<file path="src/rtl/fhc_pkg.sv">
package fhc_pkg;

  localparam int MaxFrameBytes = 65535;

  typedef enum logic [1:0] {
    PH_LINK = 2'd0,
    PH_IP4  = 2'd1,
    PH_IP6  = 2'd2,
    PH_DONE = 2'd3
  } phase_t;

  localparam logic [1:0] LINK_NULL = 2'd0;
  localparam logic [1:0] LINK_ETH  = 2'd1;
  localparam logic [1:0] LINK_RAW  = 2'd2;
  localparam logic [1:0] LINK_SLL  = 2'd3;

  localparam logic [2:0] ST_OK      = 3'd0;
  localparam logic [2:0] ST_TRUNC   = 3'd1;
  localparam logic [2:0] ST_ETYPE   = 3'd2;
  localparam logic [2:0] ST_PROTO   = 3'd3;
  localparam logic [2:0] ST_NOETYPE = 3'd4;

  localparam logic [2:0] K_TCP4 = 3'd0;
  localparam logic [2:0] K_UDP4 = 3'd1;
  localparam logic [2:0] K_ICMP4 = 3'd2;
  localparam logic [2:0] K_TCP6 = 3'd3;
  localparam logic [2:0] K_UDP6 = 3'd4;
  localparam logic [2:0] K_ICMP6 = 3'd5;

  localparam logic [15:0] ET_IP4  = 16'h0800;
  localparam logic [15:0] ET_IP6  = 16'h86dd;
  localparam logic [15:0] ET_VLAN = 16'h8100;

  typedef struct packed {
    logic [2:0]  status;
    logic [2:0]  flow_kind;
    logic [15:0] ip_offset;
    logic [15:0] payload_offset;
    logic [15:0] payload_length;
    logic [63:0] source_high;
    logic [63:0] source_low;
    logic [63:0] dest_high;
    logic [63:0] dest_low;
    logic [15:0] source_port;
    logic [15:0] dest_port;
  } result_t;

  // end-of-frame snapshot handed from front to back
  typedef struct packed {
    phase_t      phase;
    logic [1:0]  link_type;
    logic [2:0]  error_code;
    logic [16:0] byte_count;
    logic [16:0] ip_start;
    logic [7:0]  hdr_bytes;
    logic [15:0] len_field;
    logic [7:0]  proto;
    logic [63:0] addr0;
    logic [63:0] addr1;
    logic [63:0] addr2;
    logic [63:0] addr3;
    logic [15:0] port0;
    logic [15:0] port1;
  } snap_t;

endpackage

</file>
<file path="src/rtl/frame_header_classifier.sv">
// frame header classifier: one frame byte per cycle in, one result per frame out
// the result of a frame passes the front snapshot, judge and queue registers before it shows at the queue head
// throughput: 1 byte per cycle while full is low; full rises only while two or more results wait in the
//   4-entry result queue, which frames of a byte or two can cause when pop stays low
// reset: synchronous, link_type returns to ethernet and the frame restarts
module frame_header_classifier #(
  parameter int MAX_FRAME_BYTES = fhc_pkg::MaxFrameBytes
) (
  input  logic        clk,
  input  logic        rst,
  input  logic        cfg_we,
  input  logic [1:0]  cfg_data,
  input  logic        push,
  output logic        full,
  input  logic [7:0]  frame_byte,
  input  logic        last_byte,
  output logic        empty,
  input  logic        pop,
  output logic [2:0]  status,
  output logic [2:0]  flow_kind,
  output logic [15:0] ip_offset,
  output logic [15:0] payload_offset,
  output logic [15:0] payload_length,
  output logic [63:0] source_high,
  output logic [63:0] source_low,
  output logic [63:0] dest_high,
  output logic [63:0] dest_low,
  output logic [15:0] source_port,
  output logic [15:0] dest_port
);

  logic [1:0]        link_reg;
  logic              take;
  logic              snap_valid;
  fhc_pkg::snap_t    snap;
  logic              res_valid;
  fhc_pkg::result_t  res;
  fhc_pkg::result_t  head;
  logic              almost_full;

  // link type register
  always_ff @(posedge clk) begin
    if (rst) begin
      link_reg <= fhc_pkg::LINK_ETH;
    end else if (cfg_we) begin
      link_reg <= cfg_data;
    end
  end

  assign take = push && !full;
  assign full = almost_full;

  fhc_front #(.MAX_FRAME_BYTES(MAX_FRAME_BYTES)) u_front (
    .clk(clk), .rst(rst), .link_type(link_reg), .restart(cfg_we),
    .take(take), .frame_byte(frame_byte), .last_byte(last_byte),
    .snap_valid(snap_valid), .snap(snap)
  );

  fhc_judge u_judge (
    .clk(clk), .rst(rst), .snap_valid(snap_valid), .snap(snap),
    .res_valid(res_valid), .res(res)
  );

  fhc_queue #(.DEPTH(4)) u_queue (
    .clk(clk), .rst(rst), .wr(res_valid), .wdata(res), .rd(pop),
    .empty(empty), .almost_full(almost_full), .rdata(head)
  );

  assign status = head.status;
  assign flow_kind = head.flow_kind;
  assign ip_offset = head.ip_offset;
  assign payload_offset = head.payload_offset;
  assign payload_length = head.payload_length;
  assign source_high = head.source_high;
  assign source_low = head.source_low;
  assign dest_high = head.dest_high;
  assign dest_low = head.dest_low;
  assign source_port = head.source_port;
  assign dest_port = head.dest_port;

  // checks
  a_snap_to_res: assert property (@(posedge clk) disable iff (rst)
    snap_valid |=> res_valid) else $error("judge dropped an item");
  a_last_snap: assert property (@(posedge clk) disable iff (rst)
    (take && last_byte) |=> snap_valid) else $error("front lost a frame end");
  a_ok_kind: assert property (@(posedge clk) disable iff (rst)
    (res_valid && res.status != fhc_pkg::ST_OK) |-> (res.flow_kind == fhc_pkg::K_TCP4))
    else $error("error item carries a kind");
  a_status_range: assert property (@(posedge clk) disable iff (rst)
    (!empty) |-> (head.status <= fhc_pkg::ST_NOETYPE))
    else $error("bad status code");

endmodule

</file>
<file path="src/rtl/fhc_front.sv">
module fhc_front #(
  parameter int MAX_FRAME_BYTES = fhc_pkg::MaxFrameBytes
) (
  input  logic              clk,
  input  logic              rst,
  input  logic [1:0]        link_type,
  input  logic              restart,
  input  logic              take,
  input  logic [7:0]        frame_byte,
  input  logic              last_byte,
  output logic              snap_valid,
  output fhc_pkg::snap_t    snap
);

  localparam logic [16:0] MaxCount = 17'(MAX_FRAME_BYTES);

  logic [16:0]     byte_count;
  fhc_pkg::phase_t parse_phase;
  logic [15:0]     type_shift;
  logic [16:0]     ip_start;
  logic [7:0]      ip_header_bytes;
  logic [15:0]     ip_length_field;
  logic [7:0]      next_protocol;
  logic [63:0]     address_store [4];
  logic [15:0]     port_store [2];
  logic [2:0]      error_code;

  logic [16:0]     count_next;
  fhc_pkg::phase_t phase_next;
  logic [15:0]     shift_next;
  logic [16:0]     start_next;
  logic [7:0]      hdr_next;
  logic [15:0]     len_next;
  logic [7:0]      proto_next;
  logic [63:0]     addr_next [4];
  logic [15:0]     port_next [2];
  logic [2:0]      err_next;
  logic [16:0]     rel;
  logic [16:0]     prel;
  logic            counted;
  logic            do_ip;

  // per-byte parse step
  always_comb begin
    count_next = byte_count;
    phase_next = parse_phase;
    shift_next = type_shift;
    start_next = ip_start;
    hdr_next   = ip_header_bytes;
    len_next   = ip_length_field;
    proto_next = next_protocol;
    for (int i = 0; i < 4; i++) addr_next[i] = address_store[i];
    port_next[0] = port_store[0];
    port_next[1] = port_store[1];
    err_next = error_code;
    rel = 17'd0;
    prel = 17'd0;
    do_ip = 1'b0;
    counted = byte_count < MaxCount;
    if (counted) begin
      count_next = byte_count + 17'd1;
      do_ip = (parse_phase == fhc_pkg::PH_IP4) || (parse_phase == fhc_pkg::PH_IP6);
      if (parse_phase == fhc_pkg::PH_LINK) begin
        if (link_type == fhc_pkg::LINK_ETH) begin
          shift_next = {type_shift[7:0], frame_byte};
          if (byte_count == ip_start + 17'd13 && !last_byte) begin
            if (shift_next == fhc_pkg::ET_VLAN) begin
              start_next = ip_start + 17'd4;
            end else if (shift_next == fhc_pkg::ET_IP4) begin
              start_next = ip_start + 17'd14;
              phase_next = fhc_pkg::PH_IP4;
            end else if (shift_next == fhc_pkg::ET_IP6) begin
              start_next = ip_start + 17'd14;
              hdr_next = 8'd40;
              phase_next = fhc_pkg::PH_IP6;
            end else begin
              err_next = fhc_pkg::ST_ETYPE;
              phase_next = fhc_pkg::PH_DONE;
            end
          end
        end else if (byte_count ==
                     ((link_type == fhc_pkg::LINK_NULL) ? 17'd4 : 17'd0)) begin
          start_next = byte_count;
          phase_next = fhc_pkg::PH_IP4;
          do_ip = 1'b1;
        end
      end
      rel = byte_count - start_next;
      if (do_ip) begin
        if (phase_next == fhc_pkg::PH_IP4) begin
          if (rel == 17'd0) hdr_next = {2'b00, frame_byte[3:0], 2'b00};
          if (rel == 17'd2 || rel == 17'd3) len_next = {ip_length_field[7:0], frame_byte};
          if (rel == 17'd9) proto_next = frame_byte;
          if (rel >= 17'd12 && rel < 17'd16)
            addr_next[1] = {32'd0, address_store[1][23:0], frame_byte};
          if (rel >= 17'd16 && rel < 17'd20)
            addr_next[3] = {32'd0, address_store[3][23:0], frame_byte};
        end else begin
          if (rel == 17'd4 || rel == 17'd5) len_next = {ip_length_field[7:0], frame_byte};
          if (rel == 17'd6) proto_next = frame_byte;
          if (rel >= 17'd8 && rel < 17'd40)
            addr_next[rel[4:3] - 2'd1] = {address_store[rel[4:3] - 2'd1][55:0], frame_byte};
        end
        // ports use header length as known before this byte
        prel = rel - {9'd0, ip_header_bytes};
        if (rel >= {9'd0, ip_header_bytes} && prel < 17'd4)
          port_next[prel[1]] = {port_store[prel[1]][7:0], frame_byte};
      end
    end
  end

  // state registers, cleared at frame end and on restart
  always_ff @(posedge clk) begin
    if (rst || restart || (take && last_byte)) begin
      byte_count <= '0;
      parse_phase <= fhc_pkg::PH_LINK;
      type_shift <= '0;
      ip_start <= '0;
      ip_header_bytes <= '0;
      ip_length_field <= '0;
      next_protocol <= '0;
      for (int i = 0; i < 4; i++) address_store[i] <= '0;
      port_store[0] <= '0;
      port_store[1] <= '0;
      error_code <= '0;
    end else if (take) begin
      byte_count <= count_next;
      parse_phase <= phase_next;
      type_shift <= shift_next;
      ip_start <= start_next;
      ip_header_bytes <= hdr_next;
      ip_length_field <= len_next;
      next_protocol <= proto_next;
      for (int i = 0; i < 4; i++) address_store[i] <= addr_next[i];
      port_store[0] <= port_next[0];
      port_store[1] <= port_next[1];
      error_code <= err_next;
    end
  end

  // snapshot out at the last byte
  always_ff @(posedge clk) begin
    if (rst) begin
      snap_valid <= 1'b0;
    end else begin
      snap_valid <= take && last_byte;
    end
    snap.phase      <= phase_next;
    snap.link_type  <= link_type;
    snap.error_code <= err_next;
    snap.byte_count <= count_next;
    snap.ip_start   <= start_next;
    snap.hdr_bytes  <= hdr_next;
    snap.len_field  <= len_next;
    snap.proto      <= proto_next;
    snap.addr0      <= addr_next[0];
    snap.addr1      <= addr_next[1];
    snap.addr2      <= addr_next[2];
    snap.addr3      <= addr_next[3];
    snap.port0      <= port_next[0];
    snap.port1      <= port_next[1];
  end

endmodule

</file>
<file path="src/rtl/fhc_judge.sv">
module fhc_judge (
  input  logic              clk,
  input  logic              rst,
  input  logic              snap_valid,
  input  fhc_pkg::snap_t    snap,
  output logic              res_valid,
  output fhc_pkg::result_t  res
);

  logic [16:0]       len;
  logic [16:0]       hl;
  logic [16:0]       tl;
  logic [2:0]        st;
  logic [2:0]        kind;
  logic              ports;
  fhc_pkg::result_t  r;

  // classify and check lengths
  always_comb begin
    len = snap.byte_count - snap.ip_start;
    hl = {9'd0, snap.hdr_bytes};
    tl = {1'b0, snap.len_field};
    kind = fhc_pkg::K_TCP4;
    st = fhc_pkg::ST_OK;
    case (snap.phase)
      fhc_pkg::PH_LINK: begin
        st = (snap.link_type == fhc_pkg::LINK_ETH && snap.byte_count >= 17'd14) ?
             fhc_pkg::ST_NOETYPE : fhc_pkg::ST_TRUNC;
      end
      fhc_pkg::PH_DONE: st = snap.error_code;
      fhc_pkg::PH_IP4: begin
        if (len < 17'd20 || len < tl || len < hl || tl < hl) st = fhc_pkg::ST_TRUNC;
        else if (snap.proto == 8'd6) begin
          kind = fhc_pkg::K_TCP4;
          st = (len < hl + 17'd20) ? fhc_pkg::ST_TRUNC : fhc_pkg::ST_OK;
        end else if (snap.proto == 8'd17) begin
          kind = fhc_pkg::K_UDP4;
          st = (len < hl + 17'd8) ? fhc_pkg::ST_TRUNC : fhc_pkg::ST_OK;
        end else if (snap.proto == 8'd1) kind = fhc_pkg::K_ICMP4;
        else st = fhc_pkg::ST_PROTO;
      end
      default: begin
        if (len < 17'd40 || len < tl) st = fhc_pkg::ST_TRUNC;
        else if (snap.proto == 8'd6) begin
          kind = fhc_pkg::K_TCP6;
          st = (len < 17'd60) ? fhc_pkg::ST_TRUNC : fhc_pkg::ST_OK;
        end else if (snap.proto == 8'd17) begin
          kind = fhc_pkg::K_UDP6;
          st = (len < 17'd48) ? fhc_pkg::ST_TRUNC : fhc_pkg::ST_OK;
        end else if (snap.proto == 8'd1 || snap.proto == 8'd58) kind = fhc_pkg::K_ICMP6;
        else st = fhc_pkg::ST_PROTO;
      end
    endcase
    ports = kind != fhc_pkg::K_ICMP4 && kind != fhc_pkg::K_ICMP6;
    r = '0;
    r.status = st;
    if (st == fhc_pkg::ST_OK) begin
      r.flow_kind = kind;
      r.ip_offset = snap.ip_start[15:0];
      r.payload_offset = snap.ip_start[15:0] + {8'd0, snap.hdr_bytes};
      r.payload_length = (snap.phase == fhc_pkg::PH_IP4) ?
                         snap.len_field - {8'd0, snap.hdr_bytes} : snap.len_field;
      r.source_high = snap.addr0;
      r.source_low = snap.addr1;
      r.dest_high = snap.addr2;
      r.dest_low = snap.addr3;
      r.source_port = ports ? snap.port0 : 16'd0;
      r.dest_port = ports ? snap.port1 : 16'd0;
    end
  end

  always_ff @(posedge clk) begin
    if (rst) begin
      res_valid <= 1'b0;
    end else begin
      res_valid <= snap_valid;
    end
    res <= r;
  end

endmodule

</file>
<file path="src/rtl/fhc_queue.sv">
module fhc_queue #(
  parameter int DEPTH = 4
) (
  input  logic              clk,
  input  logic              rst,
  input  logic              wr,
  input  fhc_pkg::result_t  wdata,
  input  logic              rd,
  output logic              empty,
  output logic              almost_full,
  output fhc_pkg::result_t  rdata
);

  localparam int AW = $clog2(DEPTH);

  fhc_pkg::result_t mem [DEPTH];
  logic [AW-1:0]    wptr;
  logic [AW-1:0]    rptr;
  logic [AW:0]      count;

  assign empty = count == '0;
  // room kept for the two items in flight behind the input
  assign almost_full = count >= (AW + 1)'(DEPTH - 2);
  assign rdata = mem[rptr];

  always_ff @(posedge clk) begin
    if (wr) mem[wptr] <= wdata;
  end

  always_ff @(posedge clk) begin
    if (rst) begin
      wptr <= '0;
      rptr <= '0;
      count <= '0;
    end else begin
      if (wr) wptr <= (wptr == AW'(DEPTH - 1)) ? '0 : wptr + AW'(1);
      if (rd && !empty) rptr <= (rptr == AW'(DEPTH - 1)) ? '0 : rptr + AW'(1);
      count <= count + (AW + 1)'(wr) - (AW + 1)'(rd && !empty);
    end
  end

endmodule
</file>
<file path="config.mk">
export PLATFORM = sky130hd
export DESIGN_NAME = frame_header_classifier
export DESIGN_NICKNAME = d
export VERILOG_FILES = /design/src/rtl/fhc_pkg.sv /design/src/rtl/frame_header_classifier.sv /design/src/rtl/fhc_front.sv /design/src/rtl/fhc_judge.sv /design/src/rtl/fhc_queue.sv
export SDC_FILE = /design/constraint.sdc
export NUM_CORES = 2
export LEC_CHECK = 0
export BUFFER_PORTS_ARGS = -buffer_cell sky130_fd_sc_hd__buf_4
export CORE_UTILIZATION = 40
export CTS_CLUSTER_SIZE = 28
export DETAILED_ROUTE_END_ITERATION = 16
export GPL_TIMING_DRIVEN = 0
export REMOVE_ABC_BUFFERS = 1
export SYNTH_ARGS = -nofsm -noshare
export SYNTH_HDL_FRONTEND = slang
export SYNTH_HIERARCHICAL = 1
export SYNTH_SLANG_ARGS = --single-unit
</file>
<file path="constraint.sdc">
create_clock -name clk -period 16.4 [get_ports clk]
set_clock_uncertainty 0.15 [all_clocks]
set_input_delay 3.28 -clock clk [delete_from_list [all_inputs] [get_ports clk]]
set_output_delay 3.28 -clock clk [all_outputs]
set_load 0.03 [all_outputs]
</file>
---- After elaboration in Yosys (flattened, before gate mapping) ----
Memory sizes are Yosys's and may differ from the RTL's. A register that Yosys moved wholly into a read port is not among the register bits.
Index checks and enable logic that the tools add are counted.
word-level totals
  bits in registers ....................... 793
  memories kept ........................... 3
  RAM bits ................................ 1,656
  bits of input ports ..................... 16
  logic and storage cells ................. 260
memory list
  memory                 words  bits a word  rd ports  clocked after Yosys merged registers in  write ports  line             RTL
  u_queue.mem            4      342          1         1                                        1            fhc_queue.sv:16  fhc_pkg::result_t mem [DEPTH];
  u_front.address_store  4      64           5         0                                        4            fhc_front.sv:24  logic [63:0] address_store [4];
  u_front.port_store     2      16           3         0                                        2            fhc_front.sv:25  logic [15:0] port_store [2];
operators by class
  mux-type cells .......................... 110
  bitwise logic cells ..................... 8
  $add $sub $neg .......................... 16
  magnitude comparators ................... 24
  reductions and logical operators ........ 34
  equal/unequal tests ..................... 26
operators by type and width
  cell                     number
  $mux W256                3
  $mux W64                 11
  $bwmux W256              1
  $mux W17                 10
  $mux W16                 9
  $demux W64 S2            1
  $mux W8                  15
  $mux W32                 3
  $lt A17 B6 Y1 const B    4
  $mux W3                  22
  $eq A17 B3 Y1 const B    3
  $ge A17 B4 Y1 const B    3
  $lt A17 B5 Y1 const B    3
  $add A17 B4 Y17 const B  2
  $eq A17 B17 Y1           2
  $eq A17 B2 Y1 const B    2
  $lt A17 B17 Y1           2
  $sub A17 B17 Y17         2
  $bwmux W32               1
  $eq A16 B16 Y1 const B   2
  $mux W2                  15
  $add A17 B1 Y17 const B  1
  $add A17 B3 Y17 const B  1
  $eq A17 B4 Y1 const B    1
  other kinds (46)         99

---- Logic depth before layout (Yosys ltp) ----
  depth after elaboration ................. 21
  depth in mapped cells ................... 32

---- Hierarchy ----
Netlist, hierarchy kept.
modules (own cells, without submodules)
  module                   area an instance (µm²)  seq. area each (µm²)  cells each  instances
  fhc_queue                49,832.8                41,259.6              1,834       1
  fhc_front                31,179.9                17,476.8              2,714       1
  fhc_judge                15,760.1                6,866.6               1,529       1
  frame_header_classifier  75.1                    40.0                  7           1

---- Worst setup path after synthesis ----
Ideal clock, no wire load.
  kind .................................... in2reg
  from .................................... input push
  to ...................................... register u_front.byte_count[11]
  buffers on the path ..................... 2
  path slack .............................. 3,228 ps
  data required time ...................... 16,120 ps
  stages on the path ...................... 8
  arrival time ............................ 12,892 ps
  path through ............................ nor2b_1 clkbuf_1 nor3_1 inv_1 clkbuf_1 o21ai_0 nand2_1 o31ai_1
between the ends
  cells in the longest elaborated chain, start to end .. 3
ends and longest elaborated chain
  what                    line                           RTL
  start: declaration      frame_header_classifier.sv:13  input logic push,
  $logic_and A1 B1 Y1 *   frame_header_classifier.sv:50  assign take = push && !full;
  $logic_and A1 B1 Y1     fhc_front.sv:114               if (rst || restart || (take && last_byte)) begin
  $logic_or A1 B1 Y1      fhc_front.sv:114
  end signal: assignment  fhc_front.sv:127               byte_count <= count_next;
  end: declaration        fhc_front.sv:17                logic [16:0] byte_count;
Every way passes the cells marked *; elsewhere a longest branch is shown, timed or not.
A chain may end at the register's enable or synchronous reset.

==> out/metrics.csv <==
metric;value;unit
power;16600;uW
cts_setup_buffers;0;
synth-warning-count;6;
crit_path_end_kind;flip-flop;
slew_headroom;0.136;
fin_area;113000;um^2
required;16830;ps
synth_commonest_cells;1,656 x edfxtp_1, 795 x dfxtp_1, 398 x mux4_2, 370 x inv_1, 297 x nor3_2;
clock_latency;950;ps
cts_tree;built;
post_cts_resized;0;
hold_path_startpoint;u_front/snap[34];
grt_pass1_vias;54500;
wire_per_inst;24.6;um
crit_fanout;25;
synth.avg_cell_area;15.9;um^2
drt-initial-drc-count;3913;
die_w;494;um
die-area;244000;um^2
grt_max_degree;111;
synth.cell_area;96800;um^2
core_area;241000;um^2
synthFlopType;edfxtp_1;
yosysTopAreaCell;edfxtp_1;
layout-drive-gt1-share;0.282;
crit_start;frame_byte[1];
h-tree-depth;5;
whs;199;ps
min_path_type;flip-flop to flip-flop;
clock_sinks;2451;
ant_nets;0;
rows;180;
area_growth_syn_to_layout;17.2;%
regMostFlops;u_queue/mem;
max_slew.worst_pin.slew;1290;ps
route.vias.total;53208;
largest_reg_flops;1368;
top_regs;u_queue/mem: 1368 flops, u_front/snap: 361 flops, u_judge/res: 342 flops;
drt-pass1-iter-count;5;
drcViolationCount;0;
netlist_instances;6084;
start_util;0.403;
clk_pin_slew_worst_paths;60;ps
viasPerCell;5.38;
fin_nets;6648;
yosysTopAreaCellShare;0.513;
hpwl;160;mm
r2r-start;u_front/ip_start[2];
timing.fmax;84.3;MHz
ys_seq_elements;2451;
hold_viol;0;
synth.area.top_cells;edfxtp_1 51%, dfxtp_1 16%, mux4_2 9.3%;
p_per_area;147;nW/um^2
maxCapViolCount;0;
grt_overflow;0;
clockBufferDepth;4;
drt-total-wl;244;mm
io_buffers;359;
synth_edf_count;1656;
numCtsBuffers;279;
status;complete, no violations;
cts_hold_buf;0;
setup_viol;0;
ys_seq_area_frac;0.678;
die_h;494;um
post-route-period-util;0.723;
grt_antenna_before_repair;4;
async_flop_share;0;
leakage;0.0375;uW
yosysMostFrequentCell;edfxtp_1;
worstPathArrival;12300;ps
slew_viol_final;0;
worstSetupStartpointType;input pin;
place_congestion;0.841;
grt_pass1_wl;360;mm
place_area;105000;um^2
cts_root_buf;clkbuf_16;
rsz0062_at_grt;false;
design.portCount;360;
grt_use_total;0.198;
worstSetupPathType;input pin to flip-flop;
period_needed;11860;ps
ir_drop;0.101;mV
synthDistinctLibCells;98;
worst paths after layout:
path                                  end  slack (ps)  cells past startpoint
max          u_front/address_store[1][30]        4540                     21
min                       u_judge/res[34]         200                      2
max reg2reg  u_front/address_store[1][30]        5750                     23
min reg2reg               u_judge/res[34]         200                      2
cells in the final DEF, fill, tap and decap left out, types with 138 or more instances in the layout:
cell / netlist / routed
and2_1: 166 / 161
clkbuf_16: 0 / 284
mux2_2: 166 / 166
mux4_2: 398 / 398
nor3_1: 139 / 138
edfxtp_1: 1656 / 1656
nor2_1: 155 / 153
inv_1: 370 / 369
buf_4: 7 / 361
nand2_1: 292 / 290
nor3_2: 297 / 298
dfxtp_1: 795 / 793
logic make-up (layout without fill, tap and decap cells):
kind of cell | Yosys count | count (layout) | share of synthesized area
AO/OA/AOI/OAI | 654 | 654 | 0.0478
buffers and inverters | 736 | 1365 | 0.0382
XOR/XNOR | 80 | 80 | 0.00723
other | 0 | 1 | 0
multiplexers | 618 | 618 | 0.118
adder cells (fa/ha/maj) | 123 | 123 | 0.0164
AND/OR/NAND/NOR | 1422 | 1422 | 0.0948
flip-flops | 2451 | 2451 | 0.678
worst max-delay path, cell delays in order:
cell and delay [ps]:
buf_4 200, or4b_2 730, nor4_2 680, nand2_1 160
a21oi_1 170, o21a_1 210, or4b_2 690, or4_1 450
a21oi_1 200, a21oi_1 110, ha_1 440, a21o_1 260
a211oi_1 450, o221ai_1 200, a311oi_1 430, nand2b_1 180
a41oi_1 80, a211oi_4 860, nand3_2 1200, o32ai_1 1150
nor3_1 100
routing by layer:
| metal | GRT usage | up-vias | part of all wire |
|---|---|---|---|
| met5 | 0 | - | 0 |
| met2 | 0.319 | 1378 | 0.48 |
| met3 | 0.0364 | 370 | 0.053 |
| li1 | - | 24053 | - |
| met4 | 0.0567 | 0 | 0.025 |
| met1 | 0.274 | 27407 | 0.45 |
stage by stage:
stage | TNS, ps | utilization | cells | worst slack [ps]
6_report | 0 | 0.472 | 9899 | 4540
5_1_grt | 0 | 0.472 | 9899 | 4110
4_1_cts | 0 | 0.472 | 9898 | 4700
3_5_place_dp | 0 | 0.435 | 9413 | 3740
3_3_place_gp | - | 0.421 | 9262 | -15170
2_1_floorplan | -771520 | - | 5718 | -2260
final cells by class:
type	instances	area, um^2
well taps	3185	3990
clock buffers	371	7670
clock inverters	114	1230
multi-input cells	2897	27600
flip-flops and latches	2451	65700
inverters	370	1400
fillers	20730	127000
diodes	1	2.50
repair buffers	510	5930
where the power goes:
group	total (uW)	switching (uW)	internal, uW
registers	7020	147	6870
clock network	6040	2400	3640
logic	3580	2210	1370
Note: power is estimated with default switching activity, not from simulation.
